### src/sv/assert_macros.svh
// Assertion macros shared by the frame difference motion RTL.
// Plain text macros only; no package or module dependencies.
`ifndef ASSERT_MACROS_SVH
`define ASSERT_MACROS_SVH

// Same-cycle implication, checked outside reset.
`define ASSERT_IMPLIES(label, clk, rst_n, ante, cons) \
    label: assert property (@(posedge clk) disable iff (!(rst_n)) (ante) |-> (cons)) \
        else $error("assertion failed: same-cycle implication");

// Next-cycle implication, checked outside reset.
`define ASSERT_NEXT(label, clk, rst_n, ante, cons) \
    label: assert property (@(posedge clk) disable iff (!(rst_n)) (ante) |=> (cons)) \
        else $error("assertion failed: next-cycle implication");

`endif

### src/sv/fdm_pkg.sv
// Shared widths, register codes, stage types and helpers for frame_difference_motion.
// No dependencies.
`timescale 1ns / 1ps

package fdm_pkg;

    localparam int CH_W           = 8;
    localparam int NUM_CH         = 3;
    localparam int FP_W           = 17;
    localparam int IDX_W          = 2;
    localparam int NUM_W          = 2 * CH_W;
    localparam int Q_W            = 8;
    localparam int DIV_STAGES     = 4;
    localparam int BITS_PER_STAGE = Q_W / DIV_STAGES;
    localparam int MAX_PIXELS_DEF = 65536;

    localparam logic [IDX_W-1:0] REG_FRAME_PIXELS = 2'd0;
    localparam logic [IDX_W-1:0] REG_MIN_BRIGHT   = 2'd1;
    localparam logic [IDX_W-1:0] REG_RATIO_GAIN   = 2'd2;

    localparam logic [FP_W-1:0] FRAME_PIXELS_RST = 17'd65536;
    localparam logic [CH_W-1:0] MIN_BRIGHT_RST   = 8'd10;
    localparam logic [CH_W-1:0] RATIO_GAIN_RST   = 8'd100;

    // Channel 0 red, 1 green, 2 blue.
    typedef logic [NUM_CH-1:0][CH_W-1:0] t_pix;

    typedef struct packed {
        t_pix cur;
        t_pix prev;
        logic cmp;
        logic eof;
    } t_s1;

    typedef struct packed {
        logic [NUM_W-1:0] rem;
        logic [CH_W-1:0]  lo1;
        logic [Q_W-1:0]   quo;
        logic             sat;
    } t_lane;

    typedef struct packed {
        t_lane [NUM_CH-1:0] lane;
        logic [CH_W-1:0]    diff;
        logic               bright;
        logic               cmp;
        logic               eof;
    } t_work;

    function automatic logic [CH_W-1:0] max3(input t_pix v);
        logic [CH_W-1:0] m;
        m = v[0];
        if (v[1] > m) m = v[1];
        if (v[2] > m) m = v[2];
        return m;
    endfunction

endpackage

### src/sv/fdm_div_stage.sv
// One stage of the restoring divider: BITS_PER_STAGE (two) quotient bits per channel lane.
// Depends on fdm_pkg.
`timescale 1ns / 1ps

module fdm_div_stage import fdm_pkg::*; #(
    parameter int STEP_HI = Q_W - 1
) (
    input  logic  i_clk,
    input  logic  i_en,
    input  t_work i_work,
    output t_work o_work
);

    t_work r_work;
    t_work n_work;

    always_comb begin
        t_lane            ln;
        logic [NUM_W-1:0] trial;
        n_work = i_work;
        for (int c = 0; c < NUM_CH; c++) begin
            ln = i_work.lane[c];
            // A quotient of 256 or more saturates; flag it before the first bit.
            if (STEP_HI == Q_W - 1) ln.sat = (ln.rem >= {ln.lo1, CH_W'(0)});
            for (int j = 0; j < BITS_PER_STAGE; j++) begin
                trial = NUM_W'(ln.lo1) << (STEP_HI - j);
                if (ln.rem >= trial) begin
                    ln.rem              = ln.rem - trial;
                    ln.quo[STEP_HI - j] = 1'b1;
                end
            end
            n_work.lane[c] = ln;
        end
    end

    always_ff @(posedge i_clk) begin
        if (i_en) r_work <= n_work;
    end

    assign o_work = r_work;

endmodule

### config.mk
export PLATFORM = sky130hd
export DESIGN_NAME = fdm_div_stage
export DESIGN_NICKNAME = d
export VERILOG_FILES = /design/src/sv/assert_macros.svh /design/src/sv/fdm_pkg.sv /design/src/sv/fdm_div_stage.sv
export SDC_FILE = /design/constraint.sdc
export NUM_CORES = 1
export LEC_CHECK = 0
export BUFFER_PORTS_ARGS = -buffer_cell sky130_fd_sc_hd__clkbuf_2
export CAP_MARGIN = 20
export CORE_MARGIN = 10
export CORE_UTILIZATION = 30
export DETAILED_ROUTE_END_ITERATION = 8
export HOLD_SLACK_MARGIN = 0.08
export SLEW_MARGIN = 20
export SYNTH_ARGS = -nofsm -noshare
export SYNTH_HDL_FRONTEND = slang
export SYNTH_SLANG_ARGS = --single-unit
### constraint.sdc
create_clock -name i_clk -period 4.47 [get_ports i_clk]
set_input_delay 0.2235 -clock i_clk [delete_from_list [all_inputs] [get_ports i_clk]]
set_output_delay 0.2235 -clock i_clk [all_outputs]
set_load 0.01 [all_outputs]
==> results of run 1 <==
## per-layer routing
layer  vias to the layer above  share of wire, %  track usage (%)
met5                         -              0.14                0
met4                         4               1.1             3.28
met3                        18               8.2             4.33
met2                       184                46             21.3
met1                      2556                45             16.8
li1                       2765                 -                -
## worst min-delay path by stage
stage / start / slack (ns) / cells past startpoint / to
floorplan: i_work[0] / 0.32 / 0 / o_work[0]
global placement: i_work[48] / 0.40 / 1 / o_work[48]
detailed placement: i_work[6] / 0.40 / 1 / o_work[6]
CTS: i_work[28] / 0.08 / 1 / o_work[28]
global route: i_work[28] / 0.09 / 1 / o_work[28]
finish: i_work[28] / 0.09 / 1 / o_work[28]
## cells in the final DEF, fill, tap and decap left out, drive strengths merged, types with 16 or more instances in the layout
cell and count:
clkbuf 226, edfxtp 110, ha 72, dlygate4sd3 64
inv 57, a21oi 47, nand2 35, o21ai 34
mux2 32, nor2 27, xnor2 20, o21a 16
buf 16
## timing repair
| item | 4_1_cts | 5_1_grt |
|---|---|---|
| setup buffers | 0 | 3 |
| endpoints found under the setup margin | 0 | 29 |
| hold buffers | 64 | 0 |
| resized for setup | 0 | 13 |
| hold endpoints to repair | 64 | 0 |
## cell type report
cell class | instances | share of cell area [%]
Multi-Input combinational cell | 405 | 35.6
Inverter | 51 | 2.06
Clock inverter | 7 | 0.847
Timing Repair Buffer | 297 | 19.8
Clock buffer | 9 | 2.42
Tap cell | 280 | 3.76
Sequential cell | 110 | 35.5
## report_power, final
group / leakage [nW] / switching (W) / internal, W / total [W]
Sequential: 1.08 / 0.0000416 / 0.00132 / 0.00136
Clock: 0.151 / 0.000433 / 0.000406 / 0.000839
Combinational: 2.90 / 0.000622 / 0.000564 / 0.00119
## through the flow
stage / hold WS, ns / total power (W) / util [%]
CTS: 0.0812 / 0.00340 / 41.9
finish: 0.0886 / 0.00338 / 42.4
global placement: 0.401 / 0.00248 / 37.6
detailed placement: 0.403 / 0.00249 / 37.6
global route: 0.0880 / 0.00360 / 42.4
floorplan: 0.322 / 0.00209 / -
## cells by family after synthesis
| group | count (synthesis) | share of synthesized area [%] |
|---|---|---|
| multiplexers | 35 | 5.80 |
| AO/OA/AOI/OAI | 149 | 14.7 |
| flip-flops | 110 | 49.0 |
| adder cells (fa/ha/maj) | 78 | 15.2 |
| XOR/XNOR | 28 | 3.64 |
| AND/OR/NAND/NOR | 114 | 8.75 |
| buffers and inverters | 52 | 2.92 |
## synthesized netlist by cell type, drive strengths merged, types with 4 or more instances
cell    instances  area [um^2]
o22ai           4         25.0
mux2           32          360
or3             8         51.3
o21ai          34          170
or2             5         31.3
a21o            8         60.1
nand2          35          134
fa              6          120
o21bai          4         30.0
a21boi          7         52.6
a211oi          4         30.0
xor2            8         70.1
a21oi          47          235
ha             72          901
o21a           16          120
nor2b           5         31.3
nor3            5         25.0
nor2           27          101
edfxtp        110         3300
o31a            6         52.6
xnor2          20          175
o41ai           5         81.3
inv            51          191
nand4          12         75.1
## worst max-delay path, cell delays in order
cell	delay (ns)
sky130_fd_sc_hd__dlygate4sd3_1	0.55
sky130_fd_sc_hd__clkbuf_2	0.12
sky130_fd_sc_hd__inv_1	0.12
sky130_fd_sc_hd__ha_1	0.33
sky130_fd_sc_hd__nand4_1	0.16
sky130_fd_sc_hd__o41ai_4	0.38
sky130_fd_sc_hd__nand2b_4	0.22
sky130_fd_sc_hd__a21oi_1	0.14
sky130_fd_sc_hd__fa_1	0.44
sky130_fd_sc_hd__a21o_1	0.17
sky130_fd_sc_hd__a21oi_1	0.23
sky130_fd_sc_hd__o21ai_1	0.17
sky130_fd_sc_hd__o41ai_4	0.56
sky130_fd_sc_hd__nand4b_4	0.21
sky130_fd_sc_hd__mux2_2	0.33
==> reports/metrics.cfg, run 1 <==
[worst_setup_path]
worst_setup_end_kind = flop
criticalPathCategory = in -> reg
destination_of_the_critical_timing_path = o_work[35]
startpoint_type = input pin
critical_path.max_fanout = 5
crit_path_start = i_work[21]
data_arrival_at_the_endpoint_of_the_critical_path_ns = 4.38
worst-endpoint-required_ns = 4.58

[detailed_routing]
route.detailed.wl_per_inst_um = 17.2
drt.antenna.violating_nets = 0
detailedRoute.firstIterationViolations = 298
totalWireLength_um = 20000
drt_drc_violations_left = 0
vias_per_cell = 4.77
detailedRoute.firstPassIterationCount = 5
via_count = 5527

[logic_synthesis]
synth_enable_flop_cells = 110
synth_top_flop_cell = sky130_fd_sc_hd__edfxtp_1
synthDistinctLibCells = 50
post_synth_inst_count = 566
synthesis.nets = 756
synth_seq_area_share_pct = 49.0
netlist_area_pre_place_um2 = 6740
postSynthAreaPerCell_um2 = 11.9
ys.warnings.count = 0
ys_seq_elements = 110
synthArstFlopShare_pct = 0

[place]
dp_hpwl_um = 15700
dpl_worst_slack_ns = 0.265
global_placer_s_final_weighted_congestion = 0.851
placed_area_um2 = 8270
dp_cells = 1075
io_buffers = 218

[sta]
max_freq_ghz = 0.234
slew_headroom_pct = 52.3
min_period_ns = 4.26
final_tns_setup_ns = 0
fin_crit_sh_pct = 95.4
hold_viol_final = 0
setup-violations-final = 0
finalWorstSetupSlack_ns = 0.205
slew_violations = 0
timing_worst_slew_pin_value_ns = 0.715

[clocking]
tritoncts.num_buffers = 9
clkSinkCount = 110
cts_root_buffer = sky130_fd_sc_hd__clkbuf_16
clock_path_buffers = 2
tritoncts = done
cts.reportedPaths.clkPinSlew_ns = 0.08
h-tree-depth = 3

[min_path]
hold_class = in -> reg

[final_layout]
sequential_cell_area_um2 = 3300
area_growth_pct = 38.2
multi_input_area_um2 = 3310
layout-drive-gt1-share_pct = 34.5
instances_no_fill = 1159
postLayoutCellArea_um2 = 9310
largest_register_ffs = 110
n_fill_cell = 2109
final_layout_net_count = 1064
insertedDiodeCount = 0

[global_routing]
first_global_vias = 5541
leftover_overflow_at_the_end_of_global_routing = 0
grt_antenna_before_repair = 2
grt_max_degree = 51
global_route_wire_length_before_repair_um = 30200
global_route.usage.total_pct = 13.2

[pwr]
vdd_drop_max_mv = 0.171
p_leak_nw = 4.13
cellPowerDensity_nw_per_um2 = 363

[floorplan]
die_h_um = 170
floorplan.initialDensity_pct = 30.7
die_width_um = 170
placementRows = 54
core_um2 = 22000
design.die.area_um2 = 28800
boundaryPins = 222

[outcome]
outcome = finished, final reports clean

[flow_run]
cap_viol_max_count = 0

Note: power is estimated with default switching activity, not from simulation.
==> run 2: changes to the inputs <==
--- a/config.mk
+++ b/config.mk
@@ -7,10 +7,11 @@
 export LEC_CHECK = 0
 export BUFFER_PORTS_ARGS = -buffer_cell sky130_fd_sc_hd__clkbuf_2
 export CAP_MARGIN = 20
-export CORE_MARGIN = 10
+export CORE_MARGIN = 2
 export CORE_UTILIZATION = 30
 export DETAILED_ROUTE_END_ITERATION = 8
 export HOLD_SLACK_MARGIN = 0.08
+export SKIP_CTS_REPAIR_TIMING = 1
 export SLEW_MARGIN = 20
 export SYNTH_ARGS = -nofsm -noshare
 export SYNTH_HDL_FRONTEND = slang
==> constraint.sdc (replaced) <==
create_clock -name i_clk -period 3.8 [get_ports i_clk]
set_input_delay 0.19 -clock i_clk [delete_from_list [all_inputs] [get_ports i_clk]]
set_output_delay 0.19 -clock i_clk [all_outputs]
set_load 0.01 [all_outputs]
==> run 2 against run 1 <==
Clock-buffer cell count did not move. Setup slack got worse by 0.0095 ns. Core utilization rose by 3.1 points. Critical path depth fell by 1. First-iteration DRC count fell by 13%. Worst hold slack improved by 0.0063 ns. Combinational power rose by 29%. Die area fell by 18%. Global-route usage rose by 2.2 points. Cell count rose by 7.9%. Wire length fell by 3.5%. Critical endpoint is now o_work[105]. Highest routed layer is now met4.
==> reports/metrics.cfg, run 2 (synthesized netlist as in run 1, its figures left out) <==
[detailed_routing]
vias_per_cell = 4.63
route.detailed.wl_per_inst_um = 15.4
totalWireLength_um = 19300
drt_drc_violations_left = 0
via_count = 5796
detailedRoute.firstIterationViolations = 260
drt.antenna.violating_nets = 0
detailedRoute.firstPassIterationCount = 5

[clocking]
cts_root_buffer = sky130_fd_sc_hd__clkbuf_16
tritoncts = done
clkSinkCount = 110
clock_path_buffers = 2
h-tree-depth = 3
tritoncts.num_buffers = 9
cts.reportedPaths.clkPinSlew_ns = 0.09

[floorplan]
boundaryPins = 222
design.die.area_um2 = 23700
floorplan.initialDensity_pct = 30.7
placementRows = 54
die_width_um = 154
core_um2 = 22000
die_h_um = 154

[min_path]
hold_path_end = o_work[19]
min-delay-start = i_work[19]
hold_class = in -> reg
holdPathStages = 2

[final_layout]
instances_no_fill = 1251
layout_common_cells = 217 x sky130_fd_sc_hd__clkbuf_2, 110 x sky130_fd_sc_hd__edfxtp_1, 101 x sky130_fd_sc_hd__buf_4
layout-drive-gt1-share_pct = 39.7
final_core_util_pct = 45.5
area_growth_pct = 48.4
final_layout_net_count = 1155
mostFrequentLayoutCell = sky130_fd_sc_hd__clkbuf_2
largest_register_ffs = 110

[pwr]
clockPowerShare_pct = 24.6
p_leak_nw = 4.56
power.switching_w = 0.00134
vdd_drop_max_mv = 0.244
swShare_pct = 32.2
sequentialPowerShare_pct = 38.4
p_comb_share_pct = 37.0
cellPowerDensity_nw_per_um2 = 416
intPower_w = 0.00282

[worst_setup_path]
cp_num_buf_inv = 3
startpoint_type = input pin
worst-endpoint-required_ns = 3.91
criticalPathCategory = in -> reg
crit_path_frequent_cell = sky130_fd_sc_hd__nand2_1
critical_path.top_delay_family = simple AND/OR/NAND/NOR gates
timing.critical_path.slowest_cell_delay_ns = 0.54
data_arrival_at_the_endpoint_of_the_critical_path_ns = 3.72
cells_along_the_critical_path = dlygate4sd3_1, clkbuf_2, nor2_1, nand2_1, o41a_1, nand2_1, buf_4, mux2_2, ha_1, nand4_1, or3_1, nand2_1, nand3b_4, mux2_2
cpMaxStageDelayCell = sky130_fd_sc_hd__dlygate4sd3_1
critical_path.max_fanout = 9
worst_setup_end_kind = flop

[global_routing]
gr-max-usage-layer = met2
grt_max_degree = 73
grt_antenna_before_repair = 1
gr-usage-met3_pct = 2.82
first_global_vias = 5418
grtUsageMet2_pct = 26.0
grt_use_met1_pct = 20.1
global_route_wire_length_before_repair_um = 28500
global_route.usage.total_pct = 15.4
leftover_overflow_at_the_end_of_global_routing = 0

[place]
dp_hpwl_um = 15200
dp_cells = 1164
global_placer_s_final_weighted_congestion = 0.870
io_buffers = 218

[sta]
slew_violations = 0
timing_worst_slew_pin_value_ns = 0.948
final_tns_setup_ns = 0
setup-violations-final = 0
hold_viol_final = 0
max_freq_ghz = 0.277
setup_repair_after_global_routing_missed_its_margin = false
slew_headroom_pct = 36.8
fin_crit_sh_pct = 94.9
min_period_ns = 3.60

[flow_run]
cap_viol_max_count = 0

[outcome]
outcome = finished, final reports clean

==> run 2: final cells by class <==
cell class                      instances  area, um^2
Tap cell                              280         350
Sequential cell                       110        3300
Multi-Input combinational cell        404        3260
Timing Repair Buffer                  389        2560
Inverter                               51         191
Clock inverter                          7        96.3
Fill cell                            2044       12000
Antenna cell                            1        2.50
Clock buffer                            9         225
==> run 2: per-layer routing <==
layer  vias to the layer above  part of all wire, %
li1                       2947                    -
met1                      2663                   46
met2                       172                   48
met3                        14                  5.1
met4                         0                  1.3
met5                         -                    0
==> run 2: power by group through the flow <==
stage | Clock (W) | Sequential (W) | Combinational [W]
global placement | 0 | 0.00162 | 0.00145
finish | 0.00102 | 0.00160 | 0.00154
CTS | 0.00106 | 0.00160 | 0.00147
global route | 0.00110 | 0.00161 | 0.00169
floorplan | 0 | 0.00171 | 0.000746
detailed placement | 0 | 0.00163 | 0.00146
==> run 2: how the worst max path moves through the flow <==
stage	startpoint	end	slack, ns	depth (start not counted)
4_1_cts	i_work[87]	o_work[84]	0.17	17
3_5_place_dp	i_work[87]	o_work[105]	-0.19	17
2_1_floorplan	i_work[25]	o_work[35]	0.05	14
3_3_place_gp	i_work[87]	o_work[84]	-0.08	17
5_1_grt	i_work[95]	o_work[103]	0.003	14
6_report	i_work[95]	o_work[105]	0.20	14
==> run 2: through the flow <==
step | power [W] | setup WS, ns | hold slack, ns | area (um^2)
final | 0.00415 | 0.196 | 0.0949 | 10000
after global routing | 0.00441 | 0.00319 | 0.0892 | 10000
after CTS | 0.00413 | 0.169 | -0.0191 | 9270
after detailed placement | 0.00309 | -0.185 | 0.369 | 8950
after global placement | 0.00307 | -0.0762 | 0.367 | 8950
after floorplan | 0.00245 | 0.0461 | 0.289 | 6740
