--- src/sv/assert_macros.svh ---
// Assertion macros shared by the frame difference motion RTL.
// Plain text macros only; no package or module dependencies.
`ifndef ASSERT_MACROS_SVH
`define ASSERT_MACROS_SVH

// Same-cycle implication, checked outside reset.
`define ASSERT_IMPLIES(label, clk, rst_n, ante, cons) \
    label: assert property (@(posedge clk) disable iff (!(rst_n)) (ante) |-> (cons)) \
        else $error("assertion failed: same-cycle implication");

// Next-cycle implication, checked outside reset.
`define ASSERT_NEXT(label, clk, rst_n, ante, cons) \
    label: assert property (@(posedge clk) disable iff (!(rst_n)) (ante) |=> (cons)) \
        else $error("assertion failed: next-cycle implication");

`endif

--- src/sv/fdm_pkg.sv ---
// Shared widths, register codes, stage types and helpers for frame_difference_motion.
// No dependencies.
`timescale 1ns / 1ps

package fdm_pkg;

    localparam int CH_W           = 8;
    localparam int NUM_CH         = 3;
    localparam int FP_W           = 17;
    localparam int IDX_W          = 2;
    localparam int NUM_W          = 2 * CH_W;
    localparam int Q_W            = 8;
    localparam int DIV_STAGES     = 4;
    localparam int BITS_PER_STAGE = Q_W / DIV_STAGES;
    localparam int MAX_PIXELS_DEF = 65536;

    localparam logic [IDX_W-1:0] REG_FRAME_PIXELS = 2'd0;
    localparam logic [IDX_W-1:0] REG_MIN_BRIGHT   = 2'd1;
    localparam logic [IDX_W-1:0] REG_RATIO_GAIN   = 2'd2;

    localparam logic [FP_W-1:0] FRAME_PIXELS_RST = 17'd65536;
    localparam logic [CH_W-1:0] MIN_BRIGHT_RST   = 8'd10;
    localparam logic [CH_W-1:0] RATIO_GAIN_RST   = 8'd100;

    // Channel 0 red, 1 green, 2 blue.
    typedef logic [NUM_CH-1:0][CH_W-1:0] t_pix;

    typedef struct packed {
        t_pix cur;
        t_pix prev;
        logic cmp;
        logic eof;
    } t_s1;

    typedef struct packed {
        logic [NUM_W-1:0] rem;
        logic [CH_W-1:0]  lo1;
        logic [Q_W-1:0]   quo;
        logic             sat;
    } t_lane;

    typedef struct packed {
        t_lane [NUM_CH-1:0] lane;
        logic [CH_W-1:0]    diff;
        logic               bright;
        logic               cmp;
        logic               eof;
    } t_work;

    function automatic logic [CH_W-1:0] max3(input t_pix v);
        logic [CH_W-1:0] m;
        m = v[0];
        if (v[1] > m) m = v[1];
        if (v[2] > m) m = v[2];
        return m;
    endfunction

endpackage

--- src/sv/fdm_score_prep.sv ---
// Stage 2: channel differences, brightness test, ratio numerators and divisors.
// Depends on fdm_pkg.
`timescale 1ns / 1ps

module fdm_score_prep import fdm_pkg::*; (
    input  logic            i_clk,
    input  logic            i_en,
    input  t_s1             i_s1,
    input  logic [CH_W-1:0] i_min_bright,
    input  logic [CH_W-1:0] i_gain,
    output t_work           o_work
);

    t_work r_work;
    t_work n_work;

    always_comb begin
        t_pix            ad;
        logic [CH_W-1:0] cur;
        logic [CH_W-1:0] prv;
        logic [CH_W-1:0] hi;
        logic [CH_W-1:0] lo;
        logic [CH_W-1:0] lo1;
        logic [CH_W-1:0] d;
        n_work        = '0;
        n_work.bright = 1'b1;
        for (int c = 0; c < NUM_CH; c++) begin
            cur   = i_s1.cur[c];
            prv   = i_s1.prev[c];
            ad[c] = (cur > prv) ? cur - prv : prv - cur;
            hi    = (cur > prv) ? cur : prv;
            lo    = (cur > prv) ? prv : cur;
            lo1   = (lo == '0) ? CH_W'(1) : lo;
            d     = (hi > lo1) ? hi - lo1 : '0;
            n_work.lane[c].rem = NUM_W'(i_gain) * NUM_W'(d);
            n_work.lane[c].lo1 = lo1;
            if (!(cur > i_min_bright && prv > i_min_bright)) n_work.bright = 1'b0;
        end
        n_work.diff = i_s1.cmp ? max3(ad) : '0;
        n_work.cmp  = i_s1.cmp;
        n_work.eof  = i_s1.eof;
    end

    always_ff @(posedge i_clk) begin
        if (i_en) r_work <= n_work;
    end

    assign o_work = r_work;

endmodule

--- config.mk ---
export PLATFORM = sky130hd
export DESIGN_NAME = fdm_score_prep
export DESIGN_NICKNAME = d
export VERILOG_FILES = /design/src/sv/assert_macros.svh /design/src/sv/fdm_pkg.sv /design/src/sv/fdm_score_prep.sv
export SDC_FILE = /design/constraint.sdc
export NUM_CORES = 1
export LEC_CHECK = 0
export BUFFER_PORTS_ARGS = -buffer_cell sky130_fd_sc_hd__buf_2
export CORE_ASPECT_RATIO = 0.8
export CORE_MARGIN = 2
export CORE_UTILIZATION = 50
export DETAILED_ROUTE_END_ITERATION = 6
export GPL_TIMING_DRIVEN = 0
export PLACE_DENSITY = 0.7
export SYNTH_ARGS = -nofsm -noshare
export SYNTH_HDL_FRONTEND = slang
export SYNTH_SLANG_ARGS = --single-unit
--- constraint.sdc ---
create_clock -name i_clk -period 27.5 [get_ports i_clk]
set_input_delay 4.125 -clock i_clk [delete_from_list [all_inputs] [get_ports i_clk]]
set_output_delay 4.125 -clock i_clk [all_outputs]
set_load 0.1 [all_outputs]
==> flow_metrics.py, run 1 <==
metrics = {
    "run_status": {
        "status": "complete, no violations",
    },
    "detailed_routing": {
        "drtIter0Drc": 903,
        "vias_per_cell": 5.54,
        "wl_mm": 37.9,
        "wl_per_cell_um": 17.4,
        "vias": 12100,
        "detail-route-antenna-nets": 0,
        "dr.pass1.iters": 5,
        "drc_errors": 0,
    },
    "job": {
        "max_cap_viol_count": 0,
    },
    "timing": {
        "fmax_mhz": 78.0,
        "tns_ps": 0,
        "min_period_ps": 12810,
        "post-route-period-util_pct": 46.6,
        "setup_violations": 0,
        "worst_pin_slew_ps": 1050,
        "slew_headroom_pct": 30.0,
        "drv_slew": 0,
        "worst_slack_ps": 14690,
        "rsz0062_at_grt": "false",
        "hold_violations": 0,
    },
    "global_route": {
        "met2_usage_pct": 42.0,
        "antenna_found_initial": 0,
        "gr-usage-met1_pct": 35.3,
        "globalRouteOverflowTotal": 0,
        "use_met3_pct": 4.95,
        "grt_busiest_layer": "met2",
        "grt_pass1_vias": 12000,
        "grt_max_degree": 62,
        "grt_use_total_pct": 25.6,
        "grt_first_pass_wirelength_mm": 61.6,
    },
    "cts": {
        "clockBufferDepth": 2,
        "cts_setup_buffers": 0,
        "tritoncts": "built",
        "ctsResizeCount": 0,
        "holdBufCountCts": 0,
        "cts_made_buffers": 9,
        "clock-sinks": 83,
        "clk_pin_slew_ps": 80,
        "htree_levels": 3,
        "cts_root_buf": "clkbuf_16",
    },
    "floorplan": {
        "row_count": 55,
        "core_um2": 28300,
        "ioPinCount": 178,
        "die_h_um": 156,
        "dieArea_um2": 30200,
        "die_w_um": 194,
        "initial_core_util_pct": 50.9,
    },
    "placed_design": {
        "gp_congestion": 0.938,
        "dp_hpwl_mm": 31.4,
        "post-place-ws_ps": 14370,
        "port_buffers": 149,
    },
    "critical_path": {
        "criticalPathCategory": "in2reg",
        "required_ps": 27620,
        "cp-start-kind": "input pin",
        "worstPathArrival_ps": 12940,
        "endpoint_kind": "flip-flop",
        "critical_path.slowest_cell": "fa_1",
        "critPathMaxFanout": 10,
        "slowest_delay_ps": 550,
    },
    "pwr": {
        "total_power_uw": 1580,
        "power_density_nw_per_um2": 98.4,
        "ir_worst_vdd_uv": 83.8,
        "leakage_uw": 0.00811,
    },
    "yosys": {
        "synth_ff_type": "edfxtp_1",
        "synth_edf_count": 83,
        "syn_area_um2": 14400,
        "ys_seq_area_share_pct": 17.3,
        "synthCells": 1618,
        "synth.distinct_cells": 65,
        "async_reset_ff_share_pct": 0,
        "syn_area_per_cell_um2": 8.90,
        "synth-seq-cells": 83,
        "yosys_warnings": 0,
    },
    "hold_path": {
        "hold_class": "in2reg",
    },
    "final_layout": {
        "nets": 2231,
        "drive_above_1_share_pct": 13.1,
        "n_antenna_cell": 0,
        "area_growth_pct": 11.5,
        "largest_reg_flops": 83,
    },
}
worst paths after layout:
path,depth (start not counted),startpoint,slack (ps),end
hold / removal,1,i_s1[0],3950,o_work[0]
setup / recovery,35,i_s1[34],14690,o_work[76]
cells by family (layout without fill, tap and decap cells):
family | after synthesis | count (layout) | share of synthesized area (%)
other cells | 1 | 27 | 0.0261
flops | 83 | 83 | 17.3
fa+ha+maj | 358 | 358 | 37.2
mux | 30 | 30 | 2.14
compound gates | 271 | 271 | 12.3
simple gates | 456 | 456 | 16.7
xor+xnor | 69 | 69 | 4.20
buf+inv | 350 | 516 | 10.2
layer usage:
metal  vias to the layer above  part of all wire (%)
met5                         -                     0
met4                         0                   1.5
met3                        56                   6.8
met2                       402                    45
met1                      5776                    46
li1                       5848                     -
synthesized netlist by cell type (all sizes together), types with 29 or more instances:
cell	number	area, µm²
edfxtp	83	2490
a21oi	74	374
and2	60	375
clkbuf	29	110
o21ai	73	399
nor2	52	195
nor4	31	221
a21o	34	255
fa	117	2340
inv	276	1040
buf	45	315
nand2	99	372
xnor2	55	482
nor3	88	440
ha	241	3020
per-stage QoR:
| stage | instance area (µm²) | hold slack [ps] | cells | utilization [%] |
|---|---|---|---|---|
| 2_1_floorplan | 14500 | 4220 | 1644 | - |
| 3_3_place_gp | 15700 | 4310 | 2163 | 55.5 |
| 3_5_place_dp | 15700 | 4320 | 2164 | 55.6 |
| 4_1_cts | 16100 | 3940 | 2180 | 56.8 |
| 5_1_grt | 16100 | 3940 | 2180 | 56.8 |
| 6_report | 16100 | 3950 | 2180 | 56.8 |
worst max-delay path, delay by kind of cell:
family | cells | cell delay [ps]
AO/OA/AOI/OAI | 12 | 3470
adder cells (fa/ha/maj) | 9 | 3720
AND/OR/NAND/NOR | 4 | 500
buffers and inverters | 9 | 980
XOR/XNOR | 1 | 110
area by class of cell:
type / count / area (µm²)
fillers: 2594 / 12200
multi-input cells: 1211 / 10500
clock buffers: 9 / 225
flip-flops and latches: 83 / 2490
plain buffers: 74 / 425
well taps: 370 / 463
clock inverters: 7 / 98.8
repair buffers: 150 / 776
inverters: 276 / 1040
report_power, final:
group,switching (µW),total (µW),internal (µW)
sequential,8.28,219,211
clock,58.2,138,80.3
combinational,828,1220,395
total,894,1580,686
cell usage in the layout (no fill, tap or decap), drive strengths merged, types with 3 or more instances in the layout:
cell type / instances
a21boi: 8
clkbuf: 38
o31ai: 4
nand3: 20
buf: 195
ha: 241
conb: 27
a221oi: 3
and3: 9
nand2: 99
fa: 117
o2bb2ai: 3
and2: 60
xnor2: 55
o21a: 28
nor2: 52
mux2i: 24
o41ai: 5
o22ai: 4
clkinv: 3
nor4: 31
inv: 278
nor3b: 14
or2: 9
o21ai: 73
a21oi: 74
mux2: 6
nor3: 88
a21o: 34
nand3b: 3
a31oi: 8
nor2b: 20
xor2: 14
o21bai: 6
nand2b: 10
edfxtp: 83
and4: 4
or3: 10
nand4: 27
No activity file was read; power rests on OpenSTA's default activity.
==> run 2, diff against run 1 <==
- ABC_AREA: unset -> 1
- clock period: 27.5 -> 12.2 ns (I/O delays scaled with it)
==> run 2 against run 1 <==
Net effect: via count up 7.9%; sequential cell count unchanged; first-iteration DRC count down 0.33%; worst setup slack worse by 12000 ps; clock power up 100%; critical path depth up 7; sequential share of layout area down 0.33 points; hold slack worse by 2300 ps; combinational power up 110%; clock-buffer cell count unchanged; highest routed layer unchanged.
==> flow_metrics.py, run 2 <==
metrics = {
    "yosys": {
        "yosys_warnings": 0,
        "synthTopCellsByCount": "nand2_1 (432), inv_1 (401), ha_1 (241)",
        "synth_ff_type": "edfxtp_1",
        "syn_area_per_cell_um2": 7.46,
        "yosysMostFrequentCell": "nand2_1",
        "yosysTopAreaCell": "ha_1",
        "yosys.area.top_type_share_pct": 20.4,
        "synth-seq-cells": 83,
        "async_reset_ff_share_pct": 0,
        "synth.distinct_cells": 41,
        "ys_seq_area_share_pct": 16.9,
        "synthCells": 1981,
        "synth_edf_count": 83,
        "synth_area_leaders": "ha_1 (20%), edfxtp_1 (17%), fa_1 (16%), nand2_1 (11%), inv_1 (10%)",
        "syn_area_um2": 14800,
    },
    "critical_path": {
        "critPathMostFrequentCell": "nand2_1",
        "crit_end": "o_work[75]",
        "worstPathArrival_ps": 9430,
        "critical_path.slowest_cell": "fa_1",
        "endpoint_kind": "flip-flop",
        "critPathMaxFanout": 10,
        "criticalPathCategory": "in2reg",
        "slowest_delay_ps": 550,
        "startpoint": "i_s1[34]",
        "required_ps": 12300,
        "cp-start-kind": "input pin",
    },
    "pwr": {
        "p_switching_uw": 1980,
        "p_clk_share_pct": 8.3,
        "comb_power_share_pct": 77.1,
        "p_int_uw": 1370,
        "leakage_uw": 0.00919,
        "total_power_uw": 3340,
        "seq_power_share_pct": 14.5,
        "power_density_nw_per_um2": 204,
        "p_sw_share_pct": 59.1,
        "ir_worst_vdd_uv": 228,
    },
    "placed_design": {
        "dp.cells": 2533,
        "gp_congestion": 0.997,
        "dp_hpwl_mm": 33.2,
        "port_buffers": 148,
    },
    "floorplan": {
        "row_count": 56,
        "die_w_um": 196,
        "die_h_um": 158,
        "dieArea_um2": 31000,
        "core_um2": 29200,
        "ioPinCount": 178,
        "initial_core_util_pct": 50.6,
    },
    "timing": {
        "holdWs_ps": 1650,
        "hold_violations": 0,
        "tns_ps": 0,
        "worst_pin_slew_ps": 791,
        "slew_headroom_pct": 46.7,
        "post-route-period-util_pct": 76.4,
        "rsz0062_at_grt": "false",
        "drv_slew": 0,
        "setup_violations": 0,
        "fmax_mhz": 107,
        "min_period_ps": 9330,
    },
    "global_route": {
        "grt_max_degree": 50,
        "grt_first_pass_wirelength_mm": 64.6,
        "antenna_found_initial": 1,
        "grt_pass1_vias": 12900,
        "grt_use_total_pct": 26.4,
        "globalRouteOverflowTotal": 0,
    },
    "cts": {
        "tritoncts": "built",
        "clk_pin_slew_ps": 60,
        "holdBufCountCts": 0,
        "ctsResizeCount": 0,
        "clock-sinks": 83,
        "cts_setup_buffers": 0,
        "clockBufferDepth": 2,
        "cts_root_buf": "clkbuf_16",
        "htree_levels": 3,
        "cts_made_buffers": 9,
    },
    "final_layout": {
        "final_cell_mix": "nand2_1 (432), inv_1 (401), ha_1 (241), nor2_1 (183), buf_2 (155)",
        "layout.cells.non_filler": 2548,
        "area_growth_pct": 11.0,
        "nets": 2593,
        "num-fill-cells": 2810,
        "largest_reg_flops": 83,
        "layout_commonest_cell": "nand2_1",
        "fin_util_pct": 56.1,
        "n_antenna_cell": 0,
        "drive_above_1_share_pct": 11.4,
    },
    "detailed_routing": {
        "vias_per_cell": 5.11,
        "drtIter0Drc": 900,
        "vias": 13000,
        "wl_mm": 39.5,
        "detail-route-antenna-nets": 0,
        "drc_errors": 0,
        "wl_per_cell_um": 15.5,
        "dr.pass1.iters": 7,
    },
    "run_status": {
        "status": "complete, no violations",
    },
    "job": {
        "max_cap_viol_count": 0,
    },
    "hold_path": {
        "min_from": "i_s1[0]",
        "hold_class": "in2reg",
    },
}
[run 2: cell types whose count changed in the layout (fill, tap and decap cells not counted), moves of 26 or more]
| cell | change |
|---|---|
| nand3_1 | +81 |
| nor2_1 | +131 |
| a21o_1 | -34 |
| and2_1 | -51 |
| xnor2_1 | -35 |
| nor3_1 | -70 |
| inv_1 | +125 |
| nand2_1 | +333 |
| nor4_1 | -26 |
[run 2: power by group through the flow]
stage / combinational, µW / sequential (µW) / clock [µW]
after global placement: 2520 / 494 / 0
after global routing: 2880 / 496 / 295
after floorplan: 1420 / 1120 / 0
after CTS: 2580 / 488 / 286
final: 2580 / 486 / 279
after detailed placement: 2550 / 492 / 0
[run 2: per-layer routing]
metal	vias up	track usage, %	wire length [µm]
met5	-	0	0
li1	6553	-	-
met1	6101	38.9	19700
met2	353	42.0	16900
met4	0	4.29	335
met3	26	3.71	2580
[run 2: cell type report]
cell class / count / area (µm²) / area share [%]
inverter: 415 / 1560 / 9.50
clock inverter: 6 / 56.3 / 0.343
timing repair buffer: 149 / 771 / 4.70
sequential: 83 / 2490 / 15.2
multi-input combinational: 1449 / 10400 / 63.6
clock buffer: 9 / 225 / 1.37
tap: 377 / 472 / 2.88
buffer: 60 / 400 / 2.44
[run 2: worst min-delay path by stage]
stage / to / cells past startpoint / slack, ps
4_1_cts: o_work[0] / 1 / 1630
6_report: o_work[0] / 1 / 1650
5_1_grt: o_work[0] / 1 / 1640
3_3_place_gp: o_work[0] / 1 / 2010
3_5_place_dp: o_work[0] / 1 / 2010
2_1_floorplan: o_work[0] / 0 / 1930
[run 2: critical path, delay by kind of cell]
kind	cells	cell delay [ps]
adder cells (fa/ha/maj)	9	3600
XOR/XNOR	1	170
AND/OR/NAND/NOR	17	1970
buffers and inverters	9	850
AO/OA/AOI/OAI	6	1020
[run 2: logic make-up after synthesis]
family	count (synthesis)	synth area share, %
xor gates and xnor gates	58	3.44
and+or+nand+nor	795	22.3
DFF	83	16.9
other	1	0.0254
adders and majority gates	358	36.2
AOI/OAI and AO/OA	211	7.82
buffers and inverters	475	13.3
[run 2: metrics by stage]
step	setup slack, ps	instance area [µm²]
CTS	2920	16400
floorplan	3710	14900
global route	2190	16400
detailed placement	2560	16100
global placement	2570	16100
finish	2870	16400
==> run 3, diff against run 2 <==
- ABC_AREA: 1 -> 0
- clock period: 12.2 -> 9.75 ns (I/O delays scaled with it)
==> run 3 against run 2 <==
Net effect: via count shrank 6.3%; cell count shrank 14%; wire length shrank 2.7%; worst setup slack lost 2500 ps; clock power grew 40%; power grew 35%; final area shrank 0.11%; critical endpoint is now o_work[109].
==> flow_metrics.py, run 3 (synthesis gave the netlist of run 1 again) <==
metrics = {
    "run_status": {
        "status": "complete, no violations",
    },
    "pwr": {
        "total_power_uw": 4510,
        "leakage_uw": 0.00828,
        "p_sw_share_pct": 56.4,
        "ir_worst_vdd_uv": 236,
        "p_int_uw": 1970,
        "p_switching_uw": 2540,
        "comb_power_share_pct": 77.6,
        "p_clk_share_pct": 8.7,
        "power_density_nw_per_um2": 275,
        "seq_power_share_pct": 13.7,
    },
    "final_layout": {
        "drive_above_1_share_pct": 15.7,
        "regArea_um2": 2490,
        "nets": 2254,
        "n_antenna_cell": 0,
        "num-fill-cells": 2579,
        "final_cell_mix": "inv_1 (275), ha_1 (241), buf_2 (158), fa_1 (117), nand2_1 (99)",
        "multi_input_area_um2": 10700,
        "largest_reg_flops": 83,
        "area_growth_pct": 13.8,
        "layout_commonest_cell": "inv_1",
    },
    "critical_path": {
        "critPathMaxFanout": 10,
        "slowest_delay_ps": 510,
        "criticalPathCategory": "in2reg",
        "critPathMostFrequentCell": "fa_1",
        "cp-start-kind": "input pin",
        "endpoint_kind": "flip-flop",
        "required_ps": 9860,
        "critical_path.slowest_cell": "fa_1",
        "worstPathArrival_ps": 9520,
    },
    "timing": {
        "slew_headroom_pct": 27.7,
        "holdWs_ps": 1280,
        "drv_slew": 0,
        "worst_pin_slew_ps": 1080,
        "min_period_ps": 9410,
        "setup_violations": 0,
        "hold_violations": 0,
        "fmax_mhz": 106,
        "post-route-period-util_pct": 96.5,
    },
    "placed_design": {
        "dp_hpwl_mm": 31.4,
        "gp_congestion": 0.938,
        "port_buffers": 149,
    },
    "floorplan": {
        "initial_core_util_pct": 50.9,
        "row_count": 55,
        "ioPinCount": 178,
        "core_um2": 28300,
        "die_h_um": 156,
        "dieArea_um2": 30200,
        "die_w_um": 194,
    },
    "global_route": {
        "grt_max_degree": 62,
        "grt_first_pass_wirelength_mm": 61.7,
        "grt_pass1_vias": 12100,
        "globalRouteOverflowTotal": 0,
        "grt_use_total_pct": 25.7,
        "antenna_found_initial": 0,
    },
    "job": {
        "max_cap_viol_count": 0,
    },
    "cts": {
        "clock-sinks": 83,
        "clockBufferDepth": 2,
        "cts_root_buf": "clkbuf_16",
        "clk_pin_slew_ps": 60,
        "cts_made_buffers": 9,
        "tritoncts": "built",
        "holdBufCountCts": 0,
        "htree_levels": 3,
    },
    "detailed_routing": {
        "dr.pass1.iters": 6,
        "topRoutingLayerUsed": "met4",
        "wl_met1_mm": 17.6,
        "wl_mm": 38.4,
        "met2_length_mm": 17.5,
        "drtIter0Drc": 896,
        "wl_per_cell_um": 17.4,
        "vias": 12200,
        "vias_per_cell": 5.54,
        "detail-route-antenna-nets": 0,
        "drc_errors": 0,
        "dr_wl_met3_mm": 2.73,
    },
    "hold_path": {
        "hold_class": "in2reg",
    },
}
## run 3: cell count changes in the layout (fill, tap and decap cells not counted), sizes merged, moves of 22 or more
cell,change
a21o,+34
a21oi,-24
and2,+51
buf,+22
inv,-131
mux2i,+24
nand2,-346
nand3,-81
nor2,-135
nor3,+68
nor4,+29
o21a,+23
xnor2,+35
xor2,-24
## run 3: layout make-up
class | instances | area share [%]
sequential | 83 | 15.2
buffer | 73 | 2.62
clock buffer | 9 | 1.37
clock inverter | 7 | 0.603
timing repair buffer | 174 | 5.83
multi-input combinational | 1211 | 65.2
tap | 370 | 2.83
inverter | 276 | 6.32
## run 3: critical path: cells and delay by family
| family | cells | cell delay (ps) |
|---|---|---|
| simple gates | 2 | 230 |
| buf+inv | 7 | 660 |
| mux | 1 | 270 |
| fa+ha+maj | 9 | 3490 |
| xor+xnor | 1 | 110 |
| compound gates | 16 | 3270 |
## run 3: worst paths after layout
kind     start          end  slack [ps]  cells after the start
max   i_s1[42]  o_work[109]         340                     36
min    i_s1[0]    o_work[0]        1280                      1
## run 3: power groups by stage
stage                     clock network [µW]  logic (µW)  registers [µW]
after floorplan                            0        1950            1450
after global placement                     0        3370             627
after detailed placement                   0        3420             628
after CTS                                401        3460             621
after global routing                     414        3870             629
final                                    390        3500             618
## run 3: per-stage QoR
step / worst slack [ps] / TNS [ps] / instances / cell area [µm²] / util [%]
3_5_place_dp: -722 / -4390 / 2164 / 15700 / 55.6
4_1_cts: 16.2 / 0 / 2183 / 16100 / 56.9
2_1_floorplan: 551 / 0 / 1644 / 14500 / -
5_1_grt: -94.4 / -123 / 2203 / 16400 / 57.9
6_report: 343 / 0 / 2203 / 16400 / 57.9
3_3_place_gp: -661 / -3700 / 2163 / 15700 / 55.5
## run 3: repair_timing
action	4_1_cts	5_1_grt
buffers inserted	3	21
pin swaps	1	10
endpoints found under the setup margin	5	17
resized for setup	5	31
hold endpoints to repair	0	0
## run 3: per-layer routing
layer  up-vias  track usage [%]
met2       413             42.0
met1      5874             35.2
met5         -                0
li1       5885                -
met3        41             5.19
met4         0             6.03
